### config.mk
export PLATFORM = sky130hd
export DESIGN_NAME = flv_tag_muxer_top_flat
export DESIGN_NICKNAME = d
export VERILOG_FILES = /design/src/rtl/flvm_pkg.sv /design/src/rtl/flvm_if.sv /design/src/rtl/flvm_front.sv /design/src/rtl/flvm_queue.sv /design/src/rtl/flvm_back.sv /design/src/rtl/flv_tag_muxer_top.sv /design/src/flat_wrapper.sv
export SDC_FILE = /design/constraint.sdc
export NUM_CORES = 1
export LEC_CHECK = 0
export ABC_AREA = 0
export BUFFER_PORTS_ARGS = -buffer_cell sky130_fd_sc_hd__buf_2
export CAP_MARGIN = 20
export CORE_MARGIN = 2
export CORE_UTILIZATION = 45
export DETAILED_ROUTE_END_ITERATION = 8
export HOLD_SLACK_MARGIN = 0.02
export PLACE_DENSITY = 0.72
export SYNTH_ARGS = -nofsm -noshare
export SYNTH_HDL_FRONTEND = slang
export SYNTH_SLANG_ARGS = --single-unit
### constraint.sdc
create_clock -name clk -period 5.66 [get_ports clk]
set_input_delay 0 -clock clk [delete_from_list [all_inputs] [get_ports clk]]
set_output_delay 0 -clock clk [all_outputs]
set_load 0.005 [all_outputs]
### src/rtl/flvm_pkg.sv
// shared constants and types for the flv tag muxer
package flvm_pkg;

  localparam int LENGTH_BITS_DEFAULT = 24;
  localparam int QUEUE_DEPTH = 4;
  localparam int PREFIX_BYTES = 15;
  localparam int IDX_W = $clog2(PREFIX_BYTES + 1);
  localparam logic [IDX_W-1:0] LAST_IDX = IDX_W'(PREFIX_BYTES);

  localparam logic [24:0] PREFIX_EXTRA = 25'd11;
  localparam logic [7:0] KEY_FRAME_BYTE = 8'h17;

  localparam logic [7:0] TYPE_NONE = 8'd0;
  localparam logic [7:0] TYPE_AUDIO = 8'd8;
  localparam logic [7:0] TYPE_VIDEO = 8'd9;
  localparam logic [7:0] TYPE_SCRIPT = 8'd18;

  typedef enum logic [2:0] {
    KIND_AUDIO     = 3'd0,
    KIND_VIDEO     = 3'd1,
    KIND_AUDIO_SEQ = 3'd2,
    KIND_VIDEO_SEQ = 3'd3,
    KIND_SCRIPT    = 3'd4
  } media_kind_t;

  typedef struct packed {
    logic        hdr;
    logic [24:0] prev_size;
    logic [7:0]  tag_type;
    logic [23:0] length;
    logic [31:0] ts;
    logic [7:0]  data;
    logic        last;
  } entry_t;

  typedef struct packed {
    logic   push;
    entry_t entry;
  } push_t;

endpackage

### src/rtl/flvm_if.sv
// channel interfaces for media input and tag stream output
interface flvm_in_if;
  logic        valid;
  logic        ready;
  logic [2:0]  media_kind;
  logic [31:0] timestamp;
  logic [23:0] payload_length;
  logic [7:0]  data_byte;
  logic        first_of_frame;
  logic        last_of_frame;

  modport source(output valid, media_kind, timestamp, payload_length, data_byte,
                 first_of_frame, last_of_frame, input ready);
  modport sink(input valid, media_kind, timestamp, payload_length, data_byte,
               first_of_frame, last_of_frame, output ready);
endinterface

interface flvm_out_if;
  logic       valid;
  logic       ready;
  logic [7:0] out_byte;
  logic       tag_end;

  modport source(output valid, out_byte, tag_end, input ready);
  modport sink(input valid, out_byte, tag_end, output ready);
endinterface

### src/rtl/flvm_front.sv
// front end: frame tracking, filtering and tag classification
module flvm_front import flvm_pkg::*; #(
  parameter int LENGTH_BITS = LENGTH_BITS_DEFAULT
) (
  input  logic         clk,
  input  logic         rst,
  flvm_in_if.sink      media_in,
  input  logic         q_full,
  output push_t        push_out
);

  logic [24:0]            prev_tag_size, prev_tag_size_next;
  logic                   video_header_seen, video_header_seen_next;
  logic                   key_frame_seen, key_frame_seen_next;
  logic                   dropping_frame, dropping_frame_next;
  logic [LENGTH_BITS-1:0] current_length, current_length_next;

  logic [LENGTH_BITS-1:0] len_in;
  logic [LENGTH_BITS-1:0] remain;
  logic                   drop;
  logic                   hdr;
  logic                   emit;
  logic                   last_v;
  logic [7:0]             tag_type;
  logic [31:0]            ts_v;
  logic                   accept;

  assign media_in.ready = !q_full;
  assign accept = media_in.valid && media_in.ready;
  assign len_in = media_in.payload_length[LENGTH_BITS-1:0];

  always_comb begin
    prev_tag_size_next = prev_tag_size;
    video_header_seen_next = video_header_seen;
    key_frame_seen_next = key_frame_seen;
    dropping_frame_next = dropping_frame;
    current_length_next = current_length;
    drop = 1'b0;
    hdr = 1'b0;
    emit = 1'b0;
    last_v = 1'b0;
    remain = '0;
    tag_type = TYPE_NONE;
    ts_v = media_in.timestamp;
    if (media_in.first_of_frame) begin
      current_length_next = '0;
      dropping_frame_next = 1'b0;
      if (len_in != '0) begin
        if (media_in.media_kind == KIND_VIDEO_SEQ) begin
          video_header_seen_next = 1'b1;
        end
        if (media_in.media_kind == KIND_VIDEO && !key_frame_seen && video_header_seen) begin
          if (media_in.data_byte == KEY_FRAME_BYTE) begin
            key_frame_seen_next = 1'b1;
          end else begin
            drop = 1'b1;
          end
        end
        case (media_in.media_kind)
          KIND_AUDIO, KIND_AUDIO_SEQ: tag_type = TYPE_AUDIO;
          KIND_VIDEO, KIND_VIDEO_SEQ: tag_type = TYPE_VIDEO;
          KIND_SCRIPT: begin
            tag_type = TYPE_SCRIPT;
            ts_v = '0;
          end
          default: drop = 1'b1;
        endcase
        current_length_next = len_in;
        dropping_frame_next = drop;
        hdr = !drop;
        if (!drop) begin
          prev_tag_size_next = PREFIX_EXTRA + 25'(len_in);
        end
      end
    end
    if (current_length_next != '0) begin
      remain = current_length_next - 1'b1;
      last_v = (remain == '0) || media_in.last_of_frame;
      emit = !dropping_frame_next;
      current_length_next = last_v ? '0 : remain;
      dropping_frame_next = last_v ? 1'b0 : dropping_frame_next;
    end
  end

  always_ff @(posedge clk) begin
    if (rst) begin
      prev_tag_size <= '0;
      video_header_seen <= 1'b0;
      key_frame_seen <= 1'b0;
      dropping_frame <= 1'b0;
      current_length <= '0;
    end else if (accept) begin
      prev_tag_size <= prev_tag_size_next;
      video_header_seen <= video_header_seen_next;
      key_frame_seen <= key_frame_seen_next;
      dropping_frame <= dropping_frame_next;
      current_length <= current_length_next;
    end
  end

  always_comb begin
    push_out.push = accept && emit;
    push_out.entry.hdr = hdr;
    push_out.entry.prev_size = prev_tag_size;
    push_out.entry.tag_type = tag_type;
    push_out.entry.length = 24'(len_in);
    push_out.entry.ts = ts_v;
    push_out.entry.data = media_in.data_byte;
    push_out.entry.last = last_v;
  end

endmodule

### src/rtl/flvm_queue.sv
// small fifo between front and back ends
module flvm_queue import flvm_pkg::*; (
  input  logic   clk,
  input  logic   rst,
  input  push_t  push_in,
  output logic   full,
  output logic   rd_valid,
  output entry_t rd_entry,
  input  logic   pop
);

  localparam int PTR_W = $clog2(QUEUE_DEPTH);
  localparam int CNT_W = $clog2(QUEUE_DEPTH + 1);

  entry_t             slots [QUEUE_DEPTH];
  logic [PTR_W-1:0]   wr_ptr;
  logic [PTR_W-1:0]   rd_ptr;
  logic [CNT_W-1:0]   count;
  logic               do_pop;

  assign full = (count == CNT_W'(QUEUE_DEPTH));
  assign rd_valid = (count != '0);
  assign rd_entry = slots[rd_ptr];
  assign do_pop = pop && rd_valid;

  always_ff @(posedge clk) begin
    if (rst) begin
      wr_ptr <= '0;
      rd_ptr <= '0;
      count <= '0;
    end else begin
      if (push_in.push) begin
        wr_ptr <= (wr_ptr == PTR_W'(QUEUE_DEPTH - 1)) ? '0 : wr_ptr + 1'b1;
      end
      if (do_pop) begin
        rd_ptr <= (rd_ptr == PTR_W'(QUEUE_DEPTH - 1)) ? '0 : rd_ptr + 1'b1;
      end
      if (push_in.push && !do_pop) begin
        count <= count + 1'b1;
      end else if (!push_in.push && do_pop) begin
        count <= count - 1'b1;
      end
    end
  end

  always_ff @(posedge clk) begin
    if (push_in.push) begin
      slots[wr_ptr] <= push_in.entry;
    end
  end

endmodule

### src/rtl/flvm_back.sv
// back end: serializes tag prefix and payload bytes
module flvm_back import flvm_pkg::*; (
  input  logic       clk,
  input  logic       rst,
  input  logic       q_valid,
  input  entry_t     q_entry,
  output logic       pop,
  flvm_out_if.source tag_out
);

  entry_t                    ent;
  logic                      busy;
  logic [IDX_W-1:0]          idx;
  logic                      o_valid;
  logic [7:0]                o_byte;
  logic                      o_end;
  logic                      load;
  logic                      take;
  logic [PREFIX_BYTES*8-1:0] prefix;
  logic [7:0]                cur_byte;

  assign load = !o_valid || tag_out.ready;
  assign take = !busy || (load && idx == LAST_IDX);
  assign pop = take && q_valid;

  assign prefix = {7'd0, ent.prev_size, ent.tag_type, ent.length, ent.ts[23:0],
                   ent.ts[31:24], 24'd0};
  assign cur_byte = (idx == LAST_IDX) ? ent.data
                    : prefix[(PREFIX_BYTES - 1 - int'(idx)) * 8 +: 8];

  always_ff @(posedge clk) begin
    if (rst) begin
      busy <= 1'b0;
      idx <= '0;
      o_valid <= 1'b0;
    end else begin
      if (load) begin
        o_valid <= busy;
      end
      if (pop) begin
        busy <= 1'b1;
        idx <= q_entry.hdr ? '0 : LAST_IDX;
      end else if (busy && load) begin
        if (idx == LAST_IDX) begin
          busy <= 1'b0;
        end else begin
          idx <= idx + 1'b1;
        end
      end
    end
  end

  always_ff @(posedge clk) begin
    if (pop) begin
      ent <= q_entry;
    end
    if (busy && load) begin
      o_byte <= cur_byte;
      o_end <= (idx == LAST_IDX) && ent.last;
    end
  end

  assign tag_out.valid = o_valid;
  assign tag_out.out_byte = o_byte;
  assign tag_out.tag_end = o_end;

endmodule

### src/rtl/flv_tag_muxer_top.sv
// flv tag muxer top level
// each kept frame's first byte yields 16 output bytes, later payload bytes one each
// payload bytes are accepted one per cycle; a tag prefix holds the back end while its 15 bytes go out
// and a four-entry queue absorbs input until it fills, then ready drops
// first output byte goes through a queue slot, the back-end entry register and the output register, no stall
// synchronous active-high reset clears frame state, the queue and the output register
module flv_tag_muxer_top import flvm_pkg::*; #(
  parameter int LENGTH_BITS = LENGTH_BITS_DEFAULT
) (
  input  logic       clk,
  input  logic       rst,
  flvm_in_if.sink    media_in,
  flvm_out_if.source tag_out
);

  push_t  push;
  logic   q_full;
  logic   q_valid;
  entry_t q_entry;
  logic   pop;

  flvm_front #(.LENGTH_BITS(LENGTH_BITS)) u_front (
    .clk      (clk),
    .rst      (rst),
    .media_in (media_in),
    .q_full   (q_full),
    .push_out (push)
  );

  flvm_queue u_queue (
    .clk      (clk),
    .rst      (rst),
    .push_in  (push),
    .full     (q_full),
    .rd_valid (q_valid),
    .rd_entry (q_entry),
    .pop      (pop)
  );

  flvm_back u_back (
    .clk     (clk),
    .rst     (rst),
    .q_valid (q_valid),
    .q_entry (q_entry),
    .pop     (pop),
    .tag_out (tag_out)
  );

endmodule

### src/flat_wrapper.sv
// flat-port wrapper written by rule: the top's interface ports become plain ports
module flv_tag_muxer_top_flat import flvm_pkg::*;
#(
  parameter int LENGTH_BITS = LENGTH_BITS_DEFAULT
)
  (clk, rst, media_in_valid, media_in_media_kind, media_in_timestamp, media_in_payload_length, media_in_data_byte, media_in_first_of_frame, media_in_last_of_frame, media_in_ready, tag_out_valid, tag_out_out_byte, tag_out_tag_end, tag_out_ready);
  flvm_in_if media_in_i ();
  flvm_out_if tag_out_i ();
  input  logic clk;
  input  logic rst;
  input wire logic [$bits(media_in_i.valid)-1:0] media_in_valid;
  input wire logic [$bits(media_in_i.media_kind)-1:0] media_in_media_kind;
  input wire logic [$bits(media_in_i.timestamp)-1:0] media_in_timestamp;
  input wire logic [$bits(media_in_i.payload_length)-1:0] media_in_payload_length;
  input wire logic [$bits(media_in_i.data_byte)-1:0] media_in_data_byte;
  input wire logic [$bits(media_in_i.first_of_frame)-1:0] media_in_first_of_frame;
  input wire logic [$bits(media_in_i.last_of_frame)-1:0] media_in_last_of_frame;
  output wire logic [$bits(media_in_i.ready)-1:0] media_in_ready;
  output wire logic [$bits(tag_out_i.valid)-1:0] tag_out_valid;
  output wire logic [$bits(tag_out_i.out_byte)-1:0] tag_out_out_byte;
  output wire logic [$bits(tag_out_i.tag_end)-1:0] tag_out_tag_end;
  input wire logic [$bits(tag_out_i.ready)-1:0] tag_out_ready;
  assign media_in_i.valid = media_in_valid;
  assign media_in_i.media_kind = media_in_media_kind;
  assign media_in_i.timestamp = media_in_timestamp;
  assign media_in_i.payload_length = media_in_payload_length;
  assign media_in_i.data_byte = media_in_data_byte;
  assign media_in_i.first_of_frame = media_in_first_of_frame;
  assign media_in_i.last_of_frame = media_in_last_of_frame;
  assign media_in_ready = media_in_i.ready;
  assign tag_out_valid = tag_out_i.valid;
  assign tag_out_out_byte = tag_out_i.out_byte;
  assign tag_out_tag_end = tag_out_i.tag_end;
  assign tag_out_i.ready = tag_out_ready;
  flv_tag_muxer_top #(.LENGTH_BITS(LENGTH_BITS)) u_core (.clk(clk), .rst(rst), .media_in(media_in_i), .tag_out(tag_out_i));
endmodule
==> results_dict.tcl <==
set metrics [dict create \
    hold_viol 0 \
    setup_viol 0 \
    setup_tns_ns 0 \
    fin_crit_sh 0.785 \
    worstPathCellList "dlygate4sd3_1 > buf_2 > nor4_1 > nand2_1 > or4_1 > and3_1 > a21oi_1 > ha_1 > nand2_1 > nor3_1 > nand4_2 > nand4_1 > inv_1 > and2_4 > buf_4" \
    synth_area_leaders "edfxtp_1, mux4_2, dfxtp_1" \
    cp-end-kind "flip-flop" \
    dieArea_sq_mm 0.0504 \
    syn_area_per_cell_sq_um 17.4 \
    gr-total-overflow 0 \
    vias_per_cell 5.70 \
    grt_pass1_wl_mm 71.3 \
    boundaryPins 84 \
    syn_inst 1260 \
    worst-path-buf-inv 4 \
    dr.first_iter.drc_count 1232 \
    synth_edf_count 478 \
    layout.nets 1508 \
    status "complete, no violations" \
    startpoint "media_in_payload_length[17]" \
    min_period_ns 4.45 \
    holdPathStages 2 \
    port_buffers 83 \
    worst-path-stages 15 \
    rsz0062_at_grt "false" \
    seq_area_frac_synth 0.717 \
    cp_max_fo 59 \
    power-per-cell-area_mw_per_mm2 456 \
    place_congestion 0.814 \
    routedWlPerCell_microns 22.5 \
    yosysTopAreaCell "edfxtp_1" \
    rr_worst_depth 8 \
    synth_most_common_cell "edfxtp_1" \
    yosys-top-cells-count "edfxtp_1, mux4_2, dfxtp_1, nor2_1, nand2_1" \
    regToRegSetupSlack_ns 1.74 \
    path_delay_family "simple AND/OR/NAND/NOR gates" \
    synth.cell_area_sq_mm 0.0219 \
    ys_warn_count 0 \
    grt_max_degree 85 \
    crit_arrival_ns 4.72 \
    r2r_start "u_core.u_front.current_length[14]" \
    design.core.area_sq_mm 0.0478 \
    cp_slowest_stage_delay_ns 0.65 \
    worstMarginPinSlew_ns 0.965 \
    cp.required_ns 5.94 \
    ys_ff_latch 545 \
    cp_common_cell "nand2_1" \
    drive_gt1_frac 0.212 \
    dr.pass1.iters 6 \
    r2r-end "u_core.u_queue.slots[3][40]" \
    synthMuxAreaShare 0.126 \
    die_y_microns 225 \
    clockBufferDepth 3 \
    synth_top_family_by_area "multiplexers" \
    finalPower_mw 11.6 \
    worst_path_max_delay_cell "or4_1" \
    worstSetupPathType "input port to flip-flop" \
    endpoint "u_core.u_queue.slots[3][40]" \
    syn_nets 1345 \
    grt_pass1_vias 11931 \
    start_util 0.457 \
    holdWs_ns 0.211 \
    dr_total_vias 11864 \
    routed_wl_mm 46.8 \
    synth_fa_ha_area_frac 0.00720 \
    fin_skew_ns 0.0102 \
    cts_buffers 52 \
    cp-start-kind "input port" \
    rows 80 \
    antenna_found_initial 2 \
    peakVddDrop_mv 0.353 \
    postRouteAntennaNets 0 \
    hpwl_mm 28.3 \
    cts_tree "built" \
    fmax_mhz 225 \
    grt_util_all_layers 0.188 \
    synth_compound_area_frac 0.0445 \
    synth_top_area_frac 0.656 \
    synth-simple-area-share 0.0691 \
    slew_violations 0 \
    min_path_type "input port to flip-flop" \
    postSynth.asyncResetShare 0 \
    path_clk_slew_ns 0.06 \
    slew_headroom 0.357 \
    synth_xor_area_frac 0.0192 \
    cts.sinks 545 \
    area_growth_pct 15.9 \
    drv_cap 0 \
    leakagePower_nw 8.32 \
    cts_root_buffer "clkbuf_16" \
    clock_latency_ns 0.58 \
    synth_flop_cell "edfxtp_1" \
    drc 0 \
    htreeDepth 2 \
    synth_cell_type_count 65 \
    die_width_microns 225 \
]
==> per-layer routing <==
| metal | track usage | wire [microns] | vias to the layer above |
|---|---|---|---|
| met2 | 0.310 | 23100 | 387 |
| met4 | 0.0581 | 998 | 2 |
| met3 | 0.0259 | 2670 | 76 |
| li1 | - | - | 5329 |
| met5 | 0 | 11 | - |
| met1 | 0.260 | 20000 | 6070 |
==> through the flow <==
stage	util	setup WS, ns	instances	area [sq um]
floorplan	-	1.31	1260	21900
global route	0.530	0.967	2081	25400
detailed placement	0.480	1.20	1908	23000
global placement	0.480	1.24	1908	23000
CTS	0.529	1.24	2077	25300
finish	0.530	1.21	2081	25400
==> area by class of cell <==
| type | count | area (sq um) |
|---|---|---|
| antenna | 1 | 2.50 |
| clock buffer | 73 | 1430 |
| clock inverter | 23 | 174 |
| fill | 3739 | 22500 |
| inverter | 15 | 58.8 |
| multi-input combinational | 631 | 5850 |
| sequential | 545 | 15700 |
| tap | 615 | 769 |
| timing repair buffer | 178 | 1360 |
==> report_power, final <==
| group | switching (mW) | internal (mW) | leakage, nW | total, mW |
|---|---|---|---|---|
| Combinational | 1.43 | 1.17 | 2.55 | 2.59 |
| Clock | 1.43 | 1.86 | 0.779 | 3.29 |
| Sequential | 0.372 | 5.30 | 4.99 | 5.67 |
==> worst register-to-register path, stage by stage, from the launching register on <==
cell and delay [ns]:
dfxtp_1 0.38, or4_1 0.16, a21boi_0 0.67, nor3_2 0.19, nand4_2 0.23, nand4_1 0.22, inv_1 0.25, and2_4 0.82
buf_4 0.63
==> state kept, by name (all words and copies together), names as in the netlist, named ones only <==
signal / count
u_core.u_back.tag_out.tag_end: 1
u_core.u_front.prev_tag_size: 25
u_core.u_front.video_header_seen: 1
u_core.u_front.dropping_frame: 1
u_core.u_front.key_frame_seen: 1
u_core.u_back.tag_out.valid: 1
u_core.u_back.busy: 1
u_core.u_queue.wr_ptr: 2
u_core.u_back.idx: 4
u_core.u_queue.count: 3
u_core.u_back.tag_out.out_byte: 8
u_core.u_front.current_length: 24
u_core.u_queue.slots: 376
u_core.u_queue.rd_ptr: 2
u_core.u_back.ent: 93
==> what timing repair did <==
| action | in CTS | in global routing |
|---|---|---|
| gates resized for setup | 0 | 0 |
| setup buffers | 0 | 0 |
| endpoints found under the hold margin | 312 | 0 |
| hold buffers | 73 | 0 |
==> cells by family after synthesis <==
kind of cell    Yosys count
compound gates          147
xor+xnor                 48
fa+ha+maj                12
buf+inv                  84
flops                   545
mux                     140
simple gates            284
==> worst min-delay path by stage <==
stage / from / to / slack (ns)
floorplan: media_in_payload_length[0] / u_core.u_front.prev_tag_size[0] / 0.1
global placement: media_in_data_byte[4] / u_core.u_queue.slots[0][5] / 0.24
detailed placement: media_in_data_byte[5] / u_core.u_queue.slots[1][6] / 0.24
CTS: media_in_data_byte[3] / u_core.u_queue.slots[1][4] / 0.18
global route: media_in_data_byte[3] / u_core.u_queue.slots[1][4] / 0.21
finish: media_in_data_byte[3] / u_core.u_queue.slots[2][4] / 0.21
==> layout by cell type, fill, tap and decap left out, drive strengths merged, types with 19 or more instances in the layout <==
cell | netlist | routed
a211oi | 25 | 25
a21oi | 33 | 33
and2 | 39 | 39
buf | 33 | 105
clkbuf | 36 | 73
dfxtp | 67 | 67
dlygate4sd3 | 0 | 73
edfxtp | 478 | 478
inv | 15 | 19
mux2i | 30 | 30
mux4 | 107 | 107
nand2 | 59 | 59
nor2 | 66 | 66
nor3 | 27 | 27
o21ai | 36 | 36
xnor2 | 28 | 28
xor2 | 20 | 20
Power figures use the tool's default switching activity.
